[src/rtl/tdch_fifo.sv]
// Two-entry queue between the pixel front end and the counting back end.
`default_nettype none

module tdch_fifo #(
  parameter int WIDTH = 8
) (
  input  wire logic             clk,
  input  wire logic             rst_n,
  input  wire logic             push,
  input  wire logic [WIDTH-1:0] push_data,
  input  wire logic             pop,
  output logic      [WIDTH-1:0] head_data,
  output logic                  empty,
  output logic                  full
);

  logic [WIDTH-1:0] slot_r [2];
  logic             wptr_r, wptr_nxt;
  logic             rptr_r, rptr_nxt;
  logic [1:0]       cnt_r, cnt_nxt;

  assign empty     = (cnt_r == 2'd0);
  assign full      = (cnt_r == 2'd2);
  assign head_data = slot_r[rptr_r];

  always_comb begin
    wptr_nxt = wptr_r;
    rptr_nxt = rptr_r;
    cnt_nxt  = cnt_r;
    if (push) begin
      wptr_nxt = ~wptr_r;
    end
    if (pop) begin
      rptr_nxt = ~rptr_r;
    end
    if (push && !pop) begin
      cnt_nxt = cnt_r + 2'd1;
    end else if (pop && !push) begin
      cnt_nxt = cnt_r - 2'd1;
    end
  end

  always_ff @(posedge clk) begin
    if (!rst_n) begin
      wptr_r <= 1'b0;
      rptr_r <= 1'b0;
      cnt_r  <= 2'd0;
    end else begin
      wptr_r <= wptr_nxt;
      rptr_r <= rptr_nxt;
      cnt_r  <= cnt_nxt;
    end
  end

  always_ff @(posedge clk) begin
    if (push) begin
      slot_r[wptr_r] <= push_data;
    end
  end

endmodule : tdch_fifo

`default_nettype wire

[config.mk]
export PLATFORM = sky130hd
export DESIGN_NAME = tdch_fifo
export DESIGN_NICKNAME = d
export VERILOG_FILES = /design/src/rtl/tdch_fifo.sv
export SDC_FILE = /design/constraint.sdc
export NUM_CORES = 1
export LEC_CHECK = 0
export BUFFER_PORTS_ARGS = -buffer_cell sky130_fd_sc_hd__buf_2
export CAP_MARGIN = 10
export CORE_ASPECT_RATIO = 0.75
export CORE_MARGIN = 1
export CORE_UTILIZATION = 42
export CTS_CLUSTER_DIAMETER = 30
export DETAILED_ROUTE_END_ITERATION = 6
export PLACE_DENSITY = 0.79
export RECOVER_POWER = 25
export SYNTH_ARGS = -nofsm -noshare
export SYNTH_HDL_FRONTEND = slang
export SYNTH_SLANG_ARGS = --single-unit
[constraint.sdc]
create_clock -name clk -period 1.2 [get_ports clk]
set_clock_uncertainty 0.1 [all_clocks]
set_input_delay 0.06 -clock clk [delete_from_list [all_inputs] [get_ports clk]]
set_output_delay 0.06 -clock clk [all_outputs]
set_load 0.01 [all_outputs]
# Word-level counts from Yosys, hierarchy flattened
# Memory sizes are Yosys's and may differ from the RTL's. A register that Yosys moved wholly into a read port is not among the register bits.
# Cells that the tools add are included.
dict set report op_classes {
  addsub 2
  n_eq_ne 1
  muxes 6
  bitwise 2
  n_reduce_logical 6
}
# op count
set op_table {}
lappend op_table {{$mux W1} 4}
lappend op_table {{$mux W2} 2}
lappend op_table {{$add A2 B1 Y2 const B} 1}
lappend op_table {{$eq A2 B2 Y1 const B} 1}
lappend op_table {{$logic_and A1 B1 Y1} 2}
lappend op_table {{$logic_not A1 Y1} 2}
lappend op_table {{$logic_not A2 Y1} 1}
lappend op_table {{$not A1 Y1} 2}
lappend op_table {{$reduce_bool A2 Y1} 1}
lappend op_table {{$sub A2 B1 Y2 const B} 1}
dict set report totals {
  reg_bits 4
  mem_bits_rw 16
  out_inout_bits 10
  wordCells 21
  mem_count 1
}
# memory depth word_bits read_ports rd_clocked_by_memory_dff write_ports line_no
set memory_table {}
lappend memory_table {slot_r 2 8 1 1 1 17} ;# logic [WIDTH-1:0] slot_r [2];

# Logic depth before layout (Yosys ltp)
# Gate-level depths: netlist of the first run.
dict set report depth {
  word_depth 4
  ltp_mapped 5
}

# Least setup slack after synthesis of the first run
# No wires, ideal clock.
dict set report synth_timing {
  path_type {reg2reg}
  startpoint {reg wptr_r}
  endpoint {mem slot_r[0][0], enable pin}
  arrival_ps 730
  required_ps 725
  path_slack_ps -4
  path_stages_with_launch 2
  n_path_buf 0
  cell_sequence {dfxtp_1 > nor2b_1}
}
# item line_no
set synth_lines {}
lappend synth_lines {{start: declaration} 18} ;# logic wptr_r, wptr_nxt;
lappend synth_lines {{start signal: assignment} 49} ;# wptr_r <= wptr_nxt;
lappend synth_lines {{end: declaration} 17}
# No word-level cell before the write port.

==> run metrics, run 1 <==
hold crit path type=in2reg; most used cell, CP=buf_6; final antenna diode count=0; IO Pins=22; WP data required=about 1000 ps; Rel. slew slack=slightly below 90%; final hold vios=0; post-route ant nets=0; gpl congestion=roughly 0.65; I/O Buffers=21; clock net sink count=21; initial antenna violation count=0; clk buf depth=2; worst-margin pin slew=172.8 ps; Post-Route WL=~1300 um; unrepaired setup endpoints after global routing=yes; post-synth net total=60; pre-CTS setup slack=40.42 ps; Root Driver=clkbuf_4; DIE AREA=a little over 0.002 mm2; Starting Density=roughly 45%; violated checks=negative setup slack; post-detail-place hpwl=902.6 um; reg-to-reg startpoint=cnt_r[0]$_SDFFE_PN0P_; Overflow after GRT=0; first-pass GRT wire length=2014 um; Post-Syn Area=about 790 um2; Crit path arrival time=between 1000 and 1500 ps; Critical Path End Type=primary output; YS warnings=0; outcome=complete, but fails checks; Die Y=about 40 um; LEAKAGE=between 0.5 and 0.6 nW; mean post-synth cell area=about 17 um2; Slew Viols, Final=0; Final min period=~1400 ps; peak supply drop=approximately 1100 uV; maximum operating frequency=717.0 MHz; Remaining DRCs=0; Clock Pin Slew Worst Setup and Hold Paths=around 120 ps; share of cells above drive strength 1=around 48%; worst skew pair latency=300 ps; largest net degree at the start of global routing=13; post-synth cell types=16; Via Count=493; drt wl/cell=approximately 12 um; Crit-path slowest cell=dfxtp_2; Power per Cell Area=1252 mW/mm2; Yosys reg bits=21; number of global-route vias before repair=around 490; crit path launch type=flip-flop; Clock H-tree levels=1; Final WS setup=-194.6 ps; final setup fails=8; DR vias/cell=roughly 4.5; CTS tree=yes; net total in the final layout=102; max incr delay on CP=360 ps; CP Max Fanout=6; sequential-to-total area share from yosys stat=between 70% and 80%; synthesis-to-layout area growth=50.71%; core area=between 0.0015 and 0.002 mm2; CP Class=reg2out; GRT Util Overall=between 10% and 20%; Tcrit/Tclk final=116.2%; 1st-pass router iterations=4; min-delay src=pop; hold_ws=6.637 ps; Inserted Clock Buffers=3; Die X-Extent=between 50 and 60 um; Syn Inst Count=47; DRT iter0 DRCs=7; Max Cap Violations=0; # rows=13; cells along the critical path=buf_6 > mux2_4 > buf_6
==> cell usage in the layout (no fill, tap or decap), drive strengths merged, types with 2 or more instances in the layout <==
| cell type | instances |
|---|---|
| dfxtp | 5 |
| mux2 | 8 |
| buf | 26 |
| edfxtp | 16 |
| and2 | 4 |
| xor2 | 2 |
| clkbuf | 5 |
| nor2b | 2 |
| dlygate4sd3 | 10 |
==> path summary, 6_finish.rpt <==
check	end	slack, ps	cells after the start
setup / recovery	head_data[3]	-190	3
hold / removal	rptr_r$_SDFFE_PN0P_	7	3
setup reg to reg	cnt_r[1]$_SDFFE_PN0P_	60	3
hold reg to reg	cnt_r[1]$_SDFFE_PN0P_	430	2
==> per-stage QoR <==
stage	power [mW]	instances	utilization [%]	area, um2	TNS [ps]
after global placement	1.079	95	55.20	969.7	0
after global routing	1.587	110	68.16	1197	-1896
after floorplan	0.9880	47	-	797.0	0
after CTS	1.504	110	67.38	1184	-1664
final	1.500	110	68.16	1197	-1495
after detailed placement	1.089	95	55.20	969.7	0
==> sequential cells by signal, summed over array words and instances (netlist names), named ones only <==
register	cells
slot_r	16
cnt_r	2
rptr_r	1
wptr_r	1
==> Yosys cell counts <==
cell / n / share of area, %
xor2_1: 2 / 2.2
and2b_2: 1 / 1.1
xnor2_1: 1 / 1.1
nor2b_1: 2 / 1.6
inv_1: 1 / 0.47
dfxtp_1: 5 / 13
a21boi_1: 1 / 0.95
nor2_1: 1 / 0.47
o21ai_0: 1 / 0.63
edfxtp_1: 16 / 60
mux2_2: 8 / 11
or3_1: 1 / 0.79
ha_1: 1 / 1.6
o21a_1: 1 / 0.95
and2_1: 4 / 3.1
buf_2: 1 / 0.63
==> cells by family (layout without fill, tap and decap cells) <==
group,Yosys count,count (layout),share of synthesized area [%]
xor+xnor,3,3,3.308
compound gates,3,3,2.520
flops,21,21,73.07
buf+inv,2,43,1.101
fa+ha+maj,1,1,1.575
mux,8,8,11.34
simple gates,9,9,7.086
==> layout make-up <==
class                      count  area, um2
multi-input combinational     24      237.7
timing repair buffer          38      315.3
inverter                       1      3.754
sequential                    21      585.6
fill                         130      559.3
clock buffer                   3      22.52
clock inverter                 1      5.005
tap                           22      27.53
==> where the power goes <==
| part | leakage (nW) | internal (mW) | switching (mW) |
|---|---|---|---|
| Sequential | 0.193 | 0.834 | 0.0239 |
| Combinational | 0.293 | 0.200 | 0.116 |
| Clock | 0.0177 | 0.124 | 0.202 |
| Total | 0.503 | 1.16 | 0.341 |
==> routing by layer <==
metal,wire length (um),GRT usage [%],up-vias,share of wire (%)
li1,-,-,251,-
met4,0,1.974,0,0
met5,0,0,-,0
met2,659,27.56,17,51
met1,564,15.78,225,43
met3,77,6.977,0,5.9
==> worst max-delay path, delay by kind of cell (launching register included) <==
family,cells,cell delay [ps]
mux,1,310
buf+inv,2,260
flops,1,360
==> timing repair <==
action,4_1_cts,5_1_grt
setup buffers,1,0
pin swaps,0,1
endpoints found under the hold margin,21,0
setup endpoints to repair,9,9
hold buffers,10,0
resized for setup,17,4
No activity file was read; power rests on OpenSTA's default activity.
==> inputs of run 2 (changes only) <==
--- a/config.mk
+++ b/config.mk
@@ -5,6 +5,7 @@
 export SDC_FILE = /design/constraint.sdc
 export NUM_CORES = 1
 export LEC_CHECK = 0
+export ABC_AREA = 1
 export BUFFER_PORTS_ARGS = -buffer_cell sky130_fd_sc_hd__buf_2
 export CAP_MARGIN = 10
 export CORE_ASPECT_RATIO = 0.75
==> run 2 against run 1 <==
Effect of this change:
- the run still ends with negative setup slack left
- combinational power fell by 6%
- sequential share of layout area up 0.25 points
- synthesized cell count grew 23%
- global-route usage grew 1.8 points
- fmax up 1.5%
- clock power barely moved
- total power is 1.6% lower
- critical endpoint is now head_data[5]
- highest routed layer unchanged
==> run metrics, run 2 <==
outcome=complete, but fails checks; violated checks=negative setup slack; DRT iter0 DRCs=6; Remaining DRCs=0; CTS tree=yes; post-synth net total=between 70 and 80; Post-synth top cells=16 x edfxtp_1, 8 x inv_1, 8 x mux2_2, 7 x nor2_1, 5 x dfxtp_1; Async SR Flop Fraction=0%; Post-Syn Area=around 800 um2; setup TNS=-1366 ps; share of the synthesized area in the top cell type=59.72%; top-count cell post-synth=edfxtp_1; hold crit path type=in2reg; Clk pwr share=a little over a fifth; reg-to-reg startpoint=wptr_r$_SDFFE_PN0P_; Crit-path slowest cell=dfxtp_2; Switch Pwr=0.3382 mW; sequential-to-total area share from yosys stat=72.16%; IO Pins=22; number of synthesized flops with an enable pin=16; internal power=approximately 1.1 mW; share of cells above drive strength 1=38.54%; Clock H-tree levels=1; Starting Density=between 40% and 50%; Tcrit/Tclk final=114.5%; fillers=140; Critical Path End Type=primary output; Yosys top cell by area=edfxtp_1; maximum operating frequency=~730 MHz; largest net degree at the start of global routing=12; # rows=13; final antenna diode count=0; YS warnings=0; 1st-pass router iterations=3; PnR Total Power=~1.5 mW; Power per Cell Area=around 1200 mW/mm2; top_reg_cell synth=edfxtp_1; post-route ant nets=0; Root Driver=clkbuf_4; post-synth cell types=16; Rel. slew slack=between 70% and 80%; Comb power frac=20.1%; peak supply drop=~910 uV; Overflow after GRT=0; hold_ws=131.5 ps; cells along the critical path=buf_12 > mux2_4 > buf_6; DIE AREA=about 0.0021 mm2; GRT Util Overall=16.62%; Die X-Extent=approximately 53 um; first-pass GRT wire length=approximately 2300 um; initial antenna violation count=0; Via Count=547; core area=between 0.0015 and 0.002 mm2; Inserted Clock Buffers=3; unrepaired setup endpoints after global routing=yes; min-delay src=push; worst-margin pin slew=approximately 360 ps; worst skew pair latency=290 ps; Largest Register=slot_r; top flop regs=slot_r x16, cnt_r x2; switching part of the total power=a little under a quarter; post-detail-place hpwl=945.5 um; area taken by multi-input logic gates=approximately 220 um2; CP Max Fanout=8; WP data required=approximately 1000 ps; max incr delay on CP=between 300 and 400 ps; Yosys reg bits=21; LEAKAGE=0.5171 nW; number of global-route vias before repair=~560; Clock Pin Slew Worst Setup and Hold Paths=approximately 100 ps; crit path launch type=flip-flop; Seq pwr share=57.9%; max reg flops=16; synthesis-to-layout area growth=47.12%; pre-CTS setup slack=roughly 70 ps; I/O Buffers=21; mean post-synth cell area=roughly 14 um2; drt wl/cell=12.13 um; Die Y=roughly 40 um; CP Class=reg2out; Post-Route WL=about 1400 um; Slew Viols, Final=0; Final WS setup=-173.9 ps; Layout Utilization=66.76%; DR vias/cell=around 4.6; gpl congestion=0.6493; Max Cap Violations=0; Final min period=about 1400 ps; Syn Inst Count=58; leading cell type in the layout, fill and taps excluded=edfxtp_1; dominant cells by area after synthesis=edfxtp_1 60%, dfxtp_1 12%, mux2_2 11%, inv_1 3.7%, nor2_1 3.3%; area occupied by registers=581.8 um2; Crit path arrival time=1210 ps; most frequent cells in the layout=16 x edfxtp_1, 11 x dlygate4sd3_1, 11 x buf_2; final setup fails=8; net total in the final layout=110; clk buf depth=2; clock net sink count=21; final hold vios=0
## run 2: cell types whose count changed in the layout (fill, tap and decap cells not counted), sizes merged, moves of 4 or more
cell | previous run | this run
and2 | 4 | 0
buf | 26 | 22
inv | 1 | 9
nand2 | 0 | 5
nor2 | 1 | 7
## run 2: routing by layer
| layer | GRT usage (%) | wire (um) |
|---|---|---|
| met2 | 32.59 | 797 |
| met1 | 16.07 | 566 |
| met5 | 0 | 0 |
| met4 | 5.263 | 0 |
| met3 | 6.977 | 67 |
## run 2: path summary, 6_finish.rpt
check	endpoint	slack (ps)	cells after the start
min reg2reg	rptr_r$_SDFFE_PN0P_	420	2
max	head_data[5]	-170	3
min	cnt_r[0]$_SDFFE_PN0P_	130	4
max reg2reg	slot_r[1][7]$_DFFE_PP_	60	2
## run 2: cell families (layout without fill, tap and decap cells)
kind of cell | after synthesis | after routing | share of synthesized area (%)
AOI/OAI and AO/OA | 2 | 2 | 1.243
DFF | 21 | 21 | 72.16
buffers and inverters | 10 | 48 | 4.820
muxes | 8 | 8 | 11.20
adders and majority gates | 1 | 1 | 1.555
xor gates and xnor gates | 1 | 1 | 1.089
and+or+nand+nor | 15 | 15 | 7.931
## run 2: what timing repair did
item	in CTS	in global routing
setup buffers	0	0
resized for setup	17	0
endpoints found under the hold margin	21	0
hold buffers	11	0
endpoints found under the setup margin	8	8
## run 2: area by class of cell
| cell class | instances | share of cell area (%) |
|---|---|---|
| sequential | 21 | 49.15 |
| multi-input combinational | 27 | 18.18 |
| timing repair buffer | 35 | 25.26 |
| tap | 22 | 2.326 |
| clock buffer | 4 | 2.220 |
| inverter | 9 | 2.854 |
## run 2: critical path, delay by kind of cell, from the launching register on
family | cells | cell delay (ps)
buffers and inverters | 2 | 250
DFF | 1 | 360
muxes | 1 | 310
## run 2: power by group through the flow
stage / sequential, mW / clock [mW] / combinational, mW
2_1_floorplan: 0.862 / 0 / 0.120
3_3_place_gp: 0.866 / 0 / 0.206
3_5_place_dp: 0.869 / 0 / 0.212
4_1_cts: 0.854 / 0.334 / 0.299
5_1_grt: 0.860 / 0.359 / 0.325
6_report: 0.855 / 0.324 / 0.297
## run 2: stage by stage
stage | std cells | area [um2]
after floorplan | 58 | 804.5
after global placement | 103 | 967.2
after detailed placement | 103 | 967.2
after CTS | 118 | 1185
after global routing | 118 | 1184
final | 118 | 1184
