--- src/rtl/tdch_pkg.sv ---
// Shared types and constants for the tile distinct-color histogram block.
`default_nettype none

package tdch_pkg;

  // Defaults of the top-level parameters
  localparam int MAX_WIDTH_DEF  = 2048;
  localparam int MAX_HEIGHT_DEF = 2048;
  localparam int CELL_SIZE_DEF  = 8;

  // Fixed field widths
  localparam int PIX_W      = 8;
  localparam int PALETTE    = 256;
  localparam int DISTINCT_W = 7;
  localparam int TOTAL_W    = 17;
  localparam int NUM_BINS   = 64;
  localparam int BIN_W      = 6;
  localparam int CFG_IDX_W  = 1;
  localparam int CFG_DATA_W = 12;
  localparam int DIM_RESET  = 256;

  // Configuration register indexes
  localparam logic [CFG_IDX_W-1:0] CFG_IMAGE_WIDTH  = 1'b0;
  localparam logic [CFG_IDX_W-1:0] CFG_IMAGE_HEIGHT = 1'b1;

  // Position flags of one pixel, front to back
  typedef struct packed {
    logic cell_first;
    logic cell_last;
    logic frame_end;
  } pix_flags_t;

endpackage : tdch_pkg

`default_nettype wire

--- src/rtl/tdch_if.sv ---
// Handshake channel interfaces: pixel input, histogram bin output, config write.
`default_nettype none

interface tdch_pix_if;
  logic                        valid;
  logic                        ready;
  logic [tdch_pkg::PIX_W-1:0]  pixel_index;
  modport source (output valid, output pixel_index, input ready);
  modport sink (input valid, input pixel_index, output ready);
endinterface : tdch_pix_if


`default_nettype wire

--- src/rtl/tdch_front.sv ---
// Front end: accepts pixels, tracks column/row/cell position, flags cell and frame ends.
`default_nettype none

module tdch_front #(
  parameter int MAX_WIDTH  = tdch_pkg::MAX_WIDTH_DEF,
  parameter int MAX_HEIGHT = tdch_pkg::MAX_HEIGHT_DEF,
  parameter int CELL_SIZE  = tdch_pkg::CELL_SIZE_DEF,
  localparam int CELL_COLS = (MAX_WIDTH + CELL_SIZE - 1) / CELL_SIZE,
  localparam int CELL_W    = (CELL_COLS > 1) ? $clog2(CELL_COLS) : 1
) (
  input  wire logic                              clk,
  input  wire logic                              rst_n,
  input  wire logic                              restart,
  input  wire logic [tdch_pkg::CFG_DATA_W-1:0]   cfg_width,
  input  wire logic [tdch_pkg::CFG_DATA_W-1:0]   cfg_height,
  tdch_pix_if.sink                               in_if,
  output logic                                   push,
  output logic [tdch_pkg::PIX_W-1:0]             push_pix,
  output logic [CELL_W-1:0]                      push_cell,
  output tdch_pkg::pix_flags_t                   push_flags,
  input  wire logic                              queue_full
);

  localparam int WDIM_W = $clog2(MAX_WIDTH + 1);
  localparam int HDIM_W = $clog2(MAX_HEIGHT + 1);
  localparam int COL_W  = $clog2(MAX_WIDTH);
  localparam int ROW_W  = $clog2(MAX_HEIGHT);
  localparam int OFF_W  = $clog2(CELL_SIZE);
  localparam int WEXT_W = (WDIM_W > tdch_pkg::CFG_DATA_W) ? WDIM_W : tdch_pkg::CFG_DATA_W;
  localparam int HEXT_W = (HDIM_W > tdch_pkg::CFG_DATA_W) ? HDIM_W : tdch_pkg::CFG_DATA_W;
  localparam logic [OFF_W-1:0] OFF_LAST = OFF_W'(CELL_SIZE - 1);

  logic [COL_W-1:0]  col_r, col_nxt;
  logic [ROW_W-1:0]  row_r, row_nxt;
  logic [OFF_W-1:0]  col_off_r, col_off_nxt;
  logic [OFF_W-1:0]  row_off_r, row_off_nxt;
  logic [CELL_W-1:0] cell_r, cell_nxt;

  logic [WEXT_W-1:0] w_ext;
  logic [HEXT_W-1:0] h_ext;
  logic [WDIM_W-1:0] w_eff;
  logic [HDIM_W-1:0] h_eff;
  logic              accept;
  logic              line_end;
  logic              row_last;
  logic              frame_end;

  // Zero reads as one, oversize clamps to the maximum
  always_comb begin
    w_ext = WEXT_W'(cfg_width);
    h_ext = HEXT_W'(cfg_height);
    if (cfg_width == '0) begin
      w_eff = WDIM_W'(1);
    end else if (w_ext > WEXT_W'(MAX_WIDTH)) begin
      w_eff = WDIM_W'(MAX_WIDTH);
    end else begin
      w_eff = WDIM_W'(w_ext);
    end
    if (cfg_height == '0) begin
      h_eff = HDIM_W'(1);
    end else if (h_ext > HEXT_W'(MAX_HEIGHT)) begin
      h_eff = HDIM_W'(MAX_HEIGHT);
    end else begin
      h_eff = HDIM_W'(h_ext);
    end
  end

  assign in_if.ready = !queue_full;
  assign accept      = in_if.valid && !queue_full;

  assign line_end  = (WDIM_W'(col_r) + WDIM_W'(1)) >= w_eff;
  assign row_last  = (HDIM_W'(row_r) + HDIM_W'(1)) >= h_eff;
  assign frame_end = line_end && row_last;

  assign push                  = accept;
  assign push_pix              = in_if.pixel_index;
  assign push_cell             = cell_r;
  assign push_flags.cell_first = (col_off_r == '0) && (row_off_r == '0);
  assign push_flags.cell_last  = (line_end || (col_off_r == OFF_LAST)) &&
                                 (row_last || (row_off_r == OFF_LAST));
  assign push_flags.frame_end  = frame_end;

  always_comb begin
    col_nxt     = col_r;
    row_nxt     = row_r;
    col_off_nxt = col_off_r;
    row_off_nxt = row_off_r;
    cell_nxt    = cell_r;
    if (restart) begin
      col_nxt     = '0;
      row_nxt     = '0;
      col_off_nxt = '0;
      row_off_nxt = '0;
      cell_nxt    = '0;
    end else if (accept) begin
      if (!line_end) begin
        col_nxt = col_r + COL_W'(1);
        if (col_off_r == OFF_LAST) begin
          col_off_nxt = '0;
          cell_nxt    = cell_r + CELL_W'(1);
        end else begin
          col_off_nxt = col_off_r + OFF_W'(1);
        end
      end else begin
        col_nxt     = '0;
        col_off_nxt = '0;
        cell_nxt    = '0;
        if (!row_last) begin
          row_nxt     = row_r + ROW_W'(1);
          row_off_nxt = (row_off_r == OFF_LAST) ? '0 : row_off_r + OFF_W'(1);
        end else begin
          row_nxt     = '0;
          row_off_nxt = '0;
        end
      end
    end
  end

  always_ff @(posedge clk) begin
    if (!rst_n) begin
      col_r     <= '0;
      row_r     <= '0;
      col_off_r <= '0;
      row_off_r <= '0;
      cell_r    <= '0;
    end else begin
      col_r     <= col_nxt;
      row_r     <= row_nxt;
      col_off_r <= col_off_nxt;
      row_off_r <= row_off_nxt;
      cell_r    <= cell_nxt;
    end
  end

endmodule : tdch_front

`default_nettype wire

--- src/flat_wrapper.sv ---
// flat-port wrapper written by rule: the top's interface ports become plain ports
module tdch_front_flat 
#(
  parameter int MAX_WIDTH  = tdch_pkg::MAX_WIDTH_DEF,
  parameter int MAX_HEIGHT = tdch_pkg::MAX_HEIGHT_DEF,
  parameter int CELL_SIZE  = tdch_pkg::CELL_SIZE_DEF,
  localparam int CELL_COLS = (MAX_WIDTH + CELL_SIZE - 1) / CELL_SIZE,
  localparam int CELL_W    = (CELL_COLS > 1) ? $clog2(CELL_COLS) : 1
)
  (clk, rst_n, restart, cfg_width, cfg_height, push, push_pix, push_cell, push_flags, queue_full, in_if_valid, in_if_pixel_index, in_if_ready);
  tdch_pix_if in_if_i ();
  input  wire logic clk;
  input  wire logic rst_n;
  input  wire logic restart;
  input  wire logic [tdch_pkg::CFG_DATA_W-1:0] cfg_width;
  input  wire logic [tdch_pkg::CFG_DATA_W-1:0] cfg_height;
  output logic push;
  output logic [tdch_pkg::PIX_W-1:0] push_pix;
  output logic [CELL_W-1:0] push_cell;
  output tdch_pkg::pix_flags_t push_flags;
  input  wire logic queue_full;
  input wire logic [$bits(in_if_i.valid)-1:0] in_if_valid;
  input wire logic [$bits(in_if_i.pixel_index)-1:0] in_if_pixel_index;
  output wire logic [$bits(in_if_i.ready)-1:0] in_if_ready;
  assign in_if_i.valid = in_if_valid;
  assign in_if_i.pixel_index = in_if_pixel_index;
  assign in_if_ready = in_if_i.ready;
  tdch_front #(.MAX_WIDTH(MAX_WIDTH), .MAX_HEIGHT(MAX_HEIGHT), .CELL_SIZE(CELL_SIZE)) u_core (.clk(clk), .rst_n(rst_n), .restart(restart), .cfg_width(cfg_width), .cfg_height(cfg_height), .in_if(in_if_i), .push(push), .push_pix(push_pix), .push_cell(push_cell), .push_flags(push_flags), .queue_full(queue_full));
endmodule
--- config.mk ---
export PLATFORM = sky130hd
export DESIGN_NAME = tdch_front_flat
export DESIGN_NICKNAME = d
export VERILOG_FILES = /design/src/rtl/tdch_pkg.sv /design/src/rtl/tdch_if.sv /design/src/rtl/tdch_front.sv /design/src/flat_wrapper.sv
export SDC_FILE = /design/constraint.sdc
export NUM_CORES = 1
export LEC_CHECK = 0
export BUFFER_PORTS_ARGS = -buffer_cell sky130_fd_sc_hd__buf_2
export CAP_MARGIN = 20
export CORE_ASPECT_RATIO = 0.7
export CORE_MARGIN = 4
export CORE_UTILIZATION = 50
export DETAILED_ROUTE_END_ITERATION = 16
export PLACE_DENSITY_LB_ADDON = 0.2
export SLEW_MARGIN = 20
export SYNTH_ARGS = -nofsm -noshare
export SYNTH_HDL_FRONTEND = slang
export SYNTH_SLANG_ARGS = --single-unit
--- constraint.sdc ---
create_clock -name clk -period 6.4 [get_ports clk]
set_input_delay 0.64 -clock clk [delete_from_list [all_inputs] [get_ports clk]]
set_output_delay 0.64 -clock clk [all_outputs]
set_load 0.02 [all_outputs]
# --- Word-level counts from Yosys, hierarchy flattened ---
# Index checks and enable logic that the tools add are counted.
# Widths: inputs -> output; s select.
totals:
  register_bits: 36
  in_bits: 37
  output_inout_bits: 21
  elab_cells: 46
op_classes:
  n_addsub: 7
  n_lt_le_gt_ge: 4
  n_eq_ne: 2
  mux: 12
  n_bitwise: 1
  n_reduce_logical: 15
ops:
  columns: ["operator", "n"]
  rows:
  - ["$mux 12", 4]
  - ["$add 11x1->12 const B", 2]
  - ["$ge 12x12->1", 2]
  - ["$gt 12x12->1 const B", 2]
  - ["$logic_not 12->1", 2]
  - ["$add 11x1->11 const B", 2]
  - ["$mux 11", 2]
  - ["$mux 8", 2]
  - ["$mux 3", 4]
  - ["$add 8x1->8 const B", 1]
  - ["$add 3x1->3 const B", 2]
  - ["$eq 3x3->1 const B", 2]
  - ["$logic_not 3->1", 2]
  - ["$logic_and 1x1->1", 4]
  - ["$reduce_and 2->1", 2]
  - ["$logic_or 1x1->1", 2]
  - ["$reduce_bool 2->1", 1]
  - ["$reduce_or 2->1", 1]
  - ["$logic_not 1->1", 1]
  - ["$not 1->1", 1]

# --- Longest topological paths before layout ---
depth:
  ltp_word: 6
  ltp_mapped: 14
  depth_no_buf: 13

# --- Worst setup path before layout ---
# Ideal clock, no wire load.
synth_path:
  path_type: "register -> output"
  from: "reg u_core.col_r[0]"
  to: "out push_flags[0] (netlist bit)"
  t_arrival_ps: 2652
  required_time_ps: 5760
  setup_slack_ps: 3108
  stages_incl_launch_ff: 14
  path_buffers: 2
  cell_sequence: "dfxtp_1 ha_1 nand3_1 nor2_1 and3_1 nand3_1 xnor2_1 ha_1 and4_1 o2111ai_2 and2_1 buf_2 nor2_1 buf_4"
synth_between:
  elab_chain_cells: 3
synth_rtl:
  columns: ["item", "line", "rtl"]
  rows:
  - ["start: declaration", "tdch_front.sv:33", "logic [COL_W-1:0] col_r, col_nxt;"]
  - ["start signal: assignment", "tdch_front.sv:127", "col_r <= col_nxt;"]
  - ["$add 11x1->12", "tdch_front.sv:71", "assign line_end = (WDIM_W'(col_r) + WDIM_W'(1)) >= w_eff;"]
  - ["$ge 12x12->1", "tdch_front.sv:71", null]
  - ["$logic_and 1x1->1", "tdch_front.sv:73", "assign frame_end = line_end && row_last;"]
  - ["end: declaration", "flat_wrapper.sv:20", "output tdch_pkg::pix_flags_t push_flags;"]
# Every way passes these cells.

==> key figures <==
Outcome
  – Outcome: completed

Critical path
  – CP Cell Sequence: ha_1 > nand3_2 > nor2_1 > and3_1 > xor2_1 > ha_1 > nand2_1 > nor2_1 > a211oi_4 > a21boi_4 > nor2b_4 > nor2_1 > buf_2
  – CP most frequent cell: nor2_1
  – Crit-path slowest cell: dfxtp_1
  – Worst Path Arrival: approximately 3500 ps
  – CP Launch Type: flip-flop
  – Setup crit end kind: primary output
  – CP Class: reg -> out
  – Crit path max fanout: 9
  – Data required, critical path: ~5800 ps
  – Largest stage delay, worst path: 430 ps

Yosys
  – Post-synth top area share: 24.8%
  – Synth top cells by count: 66 x nand2_1, 36 x dfxtp_1, 33 x ha_1
  – Yosys warns: 0
  – Post-synth cell types: 57
  – Largest family of logic cells by synthesized area: simple AND/OR/NAND/NOR gates
  – Most common cell in the netlist: nand2_1
  – Synth Net Count: 433
  – Mux cell area share after synthesis: 0.345%
  – Cell taking the most area after synthesis: dfxtp_1
  – Primary FF master, synth: dfxtp_1
  – Synth area leaders: dfxtp_1 25%, ha_1 14%, nand2_1 8.5%, nand3_1 4.8%, xor2_1 4.5%
  – Simple-Gate Fraction of Synth Area: 31.5%
  – Syn Inst Count: 363
  – Xor/xnor share of the synthesized area: 8.46%
  – Synth Area in Compound Gates: 14.2%
  – Syn Area/Cell: 7.99 um^2
  – Sequential area share after synthesis: 24.8%
  – Async set-or-reset flop fraction in the synthesized netlist: 0%
  – Synthesis-stage register bit count: 36
  – Post-synth EDFFs: 0
  – Cell area after synthesis: 0.00290 mm^2
  – Adder-Cell Fraction of Synth Area: 14.2%

Finish
  – Fillers: 499
  – Post-synthesis to final-layout area growth: 8.46%
  – Ant. Diodes: 0
  – Layout cells sized above 1: approximately 17%
  – Final nets: 459

Clock tree
  – Clk slew on worst S/H paths: 70 ps
  – Post-CTS Hold Fix Bufs: 0
  – Cts repair resizes: 0
  – CTS root buf: clkbuf_8
  – Post-CTS Setup Bufs: 0
  – TritonCTS Buffers: 5
  – Worst skew pair latency: 300 ps
  – TritonCTS clock tree: done
  – # clock sinks: 36
  – CTS H-tree depth: 2
  – Clock buffer depth: 2

STA
  – Hold_ws: 488 ps
  – Period utilization: 65.2%
  – Post-layout minimum cycle time: 4180 ps
  – Max Fclk: 239 MHz
  – Slew margin rel.: 51.5%
  – RSZ-0062 raised after global routing: false
  – Slew @ Worst Pin: 726 ps
  – Final count of pins violating max slew: 0
  – Worst Clk Skew: 6.68 ps
  – Final Hold Viols: 0
  – Final setup TNS: 0 ps
  – Final setup viols: 0

Global route
  – Total grt overflow: 0
  – Initial antenna violation count: 0
  – First-pass GRT wire length: 10.3 mm
  – Vias in the first global route: 2266
  – Largest net degree at the start of global routing: 24
  – GRT Total Usage: 17.3%

Power and ir drop
  – Share of total power in combinational logic: 11.1%
  – Peak supply drop: 0.0740 mV
  – Clock power frac: 38.6%
  – Pwr dens: 142 mW/mm^2
  – Sw frac: 26.1%
  – Leakage power: 1.37 nW
  – Internal Power: 331 uW
  – Flop pwr share: 50.3%
  – Sw power: about 120 uW

Detailed routing
  – Total iterations of the first detailed-routing run: 4
  – Routed Antenna Nets: 0
  – Vias per cell: approximately 5.6
  – Final wirelength: 6.05 mm
  – Per-cell routed wire length: 13.1 um
  – First DRT Iteration DRCs: 125
  – DRC errors left: 0
  – Routed vias: 2572

Floorplanning
  – Initial Utilization: 53.5%
  – IO Count: slightly below 60
  – Area of the die: 0.00710 mm^2
  – Die height: ~72 um
  – Num rows: 22
  – Die Wd: 99.0 um
  – Core area: ~0.0054 mm^2

Placement
  – Dpl hpwl: roughly 4.6 mm
  – IO Port Bufs: 41
  – GP Congestion: 0.797

Worst hold path
  – Worst hold path type: reg -> reg

Job
  – Max_cap viols: 0
==> power by group through the flow <==
stage | Sequential [mW] | Clock (mW) | Combinational (mW)
global route | 0.225 | 0.187 | 0.0572
detailed placement | 0.230 | 0 | 0.0498
finish | 0.225 | 0.173 | 0.0498
global placement | 0.230 | 0 | 0.0487
CTS | 0.225 | 0.179 | 0.0500
floorplan | 0.230 | 0 | 0.0412
==> final cells by class <==
| cell class | instances | area, um^2 | share of cell area, % |
|---|---|---|---|
| multi-input cells | 295 | 1990 | 63.4 |
| flip-flops and latches | 36 | 721 | 22.9 |
| repair buffers | 42 | 213 | 6.76 |
| well taps | 72 | 90.1 | 2.86 |
| clock buffers | 7 | 86.3 | 2.74 |
| inverters | 9 | 33.8 | 1.07 |
| clock inverters | 1 | 7.51 | 0.239 |
==> final timing paths <==
kind,end,slack (ps),depth (start not counted),start
worst max register to register,u_core.push_cell[5],2820,12,u_core.col_r[0]
worst min-delay path,u_core.row_r[1],490,2,u_core.row_r[1]
worst min register to register,u_core.row_r[1],490,2,u_core.row_r[1]
worst max-delay path,push_flags[1],2220,13,u_core.row_r[0]
==> per-layer routing <==
metal  vias to the layer above  routed length [um]  global-route usage [%]
met2                        47                2550                    25.5
met3                        12                 307                    4.47
met4                         0                  75                    4.55
met1                      1179                3120                    24.9
met5                         -                   0                       0
li1                       1334                   -                       -
==> per-stage QoR <==
stage | total power [mW] | cell area, um^2 | std cells | setup WS (ps) | utilization (%)
finish | 0.447 | 3150 | 462 | 2220 | 58.0
global route | 0.469 | 3150 | 462 | 1930 | 58.0
CTS | 0.454 | 3150 | 462 | 2250 | 58.0
detailed placement | 0.280 | 3050 | 454 | 2580 | 56.3
global placement | 0.279 | 3050 | 454 | 2650 | 56.3
floorplan | 0.271 | 2900 | 363 | 3110 | -
==> flip-flops by register name, indices dropped and copies added (netlist names) <==
| name | cells |
|---|---|
| u_core.col_off_r | 3 |
| u_core.row_r | 11 |
| u_core.col_r | 11 |
| u_core.push_cell | 8 |
| u_core.row_off_r | 3 |
==> layout by cell type (no fill, tap or decap), drive strengths merged, types with 2 or more instances in the layout <==
cell type / count
nand3b: 2
o41ai: 3
or4: 5
o21ai: 8
xor2: 15
nor2: 32
buf: 42
a31oi: 8
nor2b: 2
nor4: 6
o21a: 2
nand4b: 2
and4: 2
ha: 33
inv: 9
a32oi: 2
nand3: 29
a21oi: 16
nand4: 9
and3: 10
xnor2: 13
clkbuf: 7
dfxtp: 36
and2: 2
nand2: 68
nor3b: 3
nor3: 7
==> critical path, delay by kind of cell, from the launching register on <==
kind,cells,cell delay [ps]
and+or+nand+nor,7,1110
AOI/OAI and AO/OA,2,770
adders and majority gates,2,560
DFF,1,430
xor gates and xnor gates,1,220
buffers and inverters,1,150
==> cell families (layout without fill, tap and decap cells) <==
logic type | Yosys count | in the layout
adders and majority gates | 33 | 33
xor gates and xnor gates | 28 | 28
muxes | 1 | 1
AOI/OAI and AO/OA | 50 | 50
DFF | 36 | 36
and+or+nand+nor | 183 | 183
buffers and inverters | 32 | 59
(Power assumes the default switching activity.)
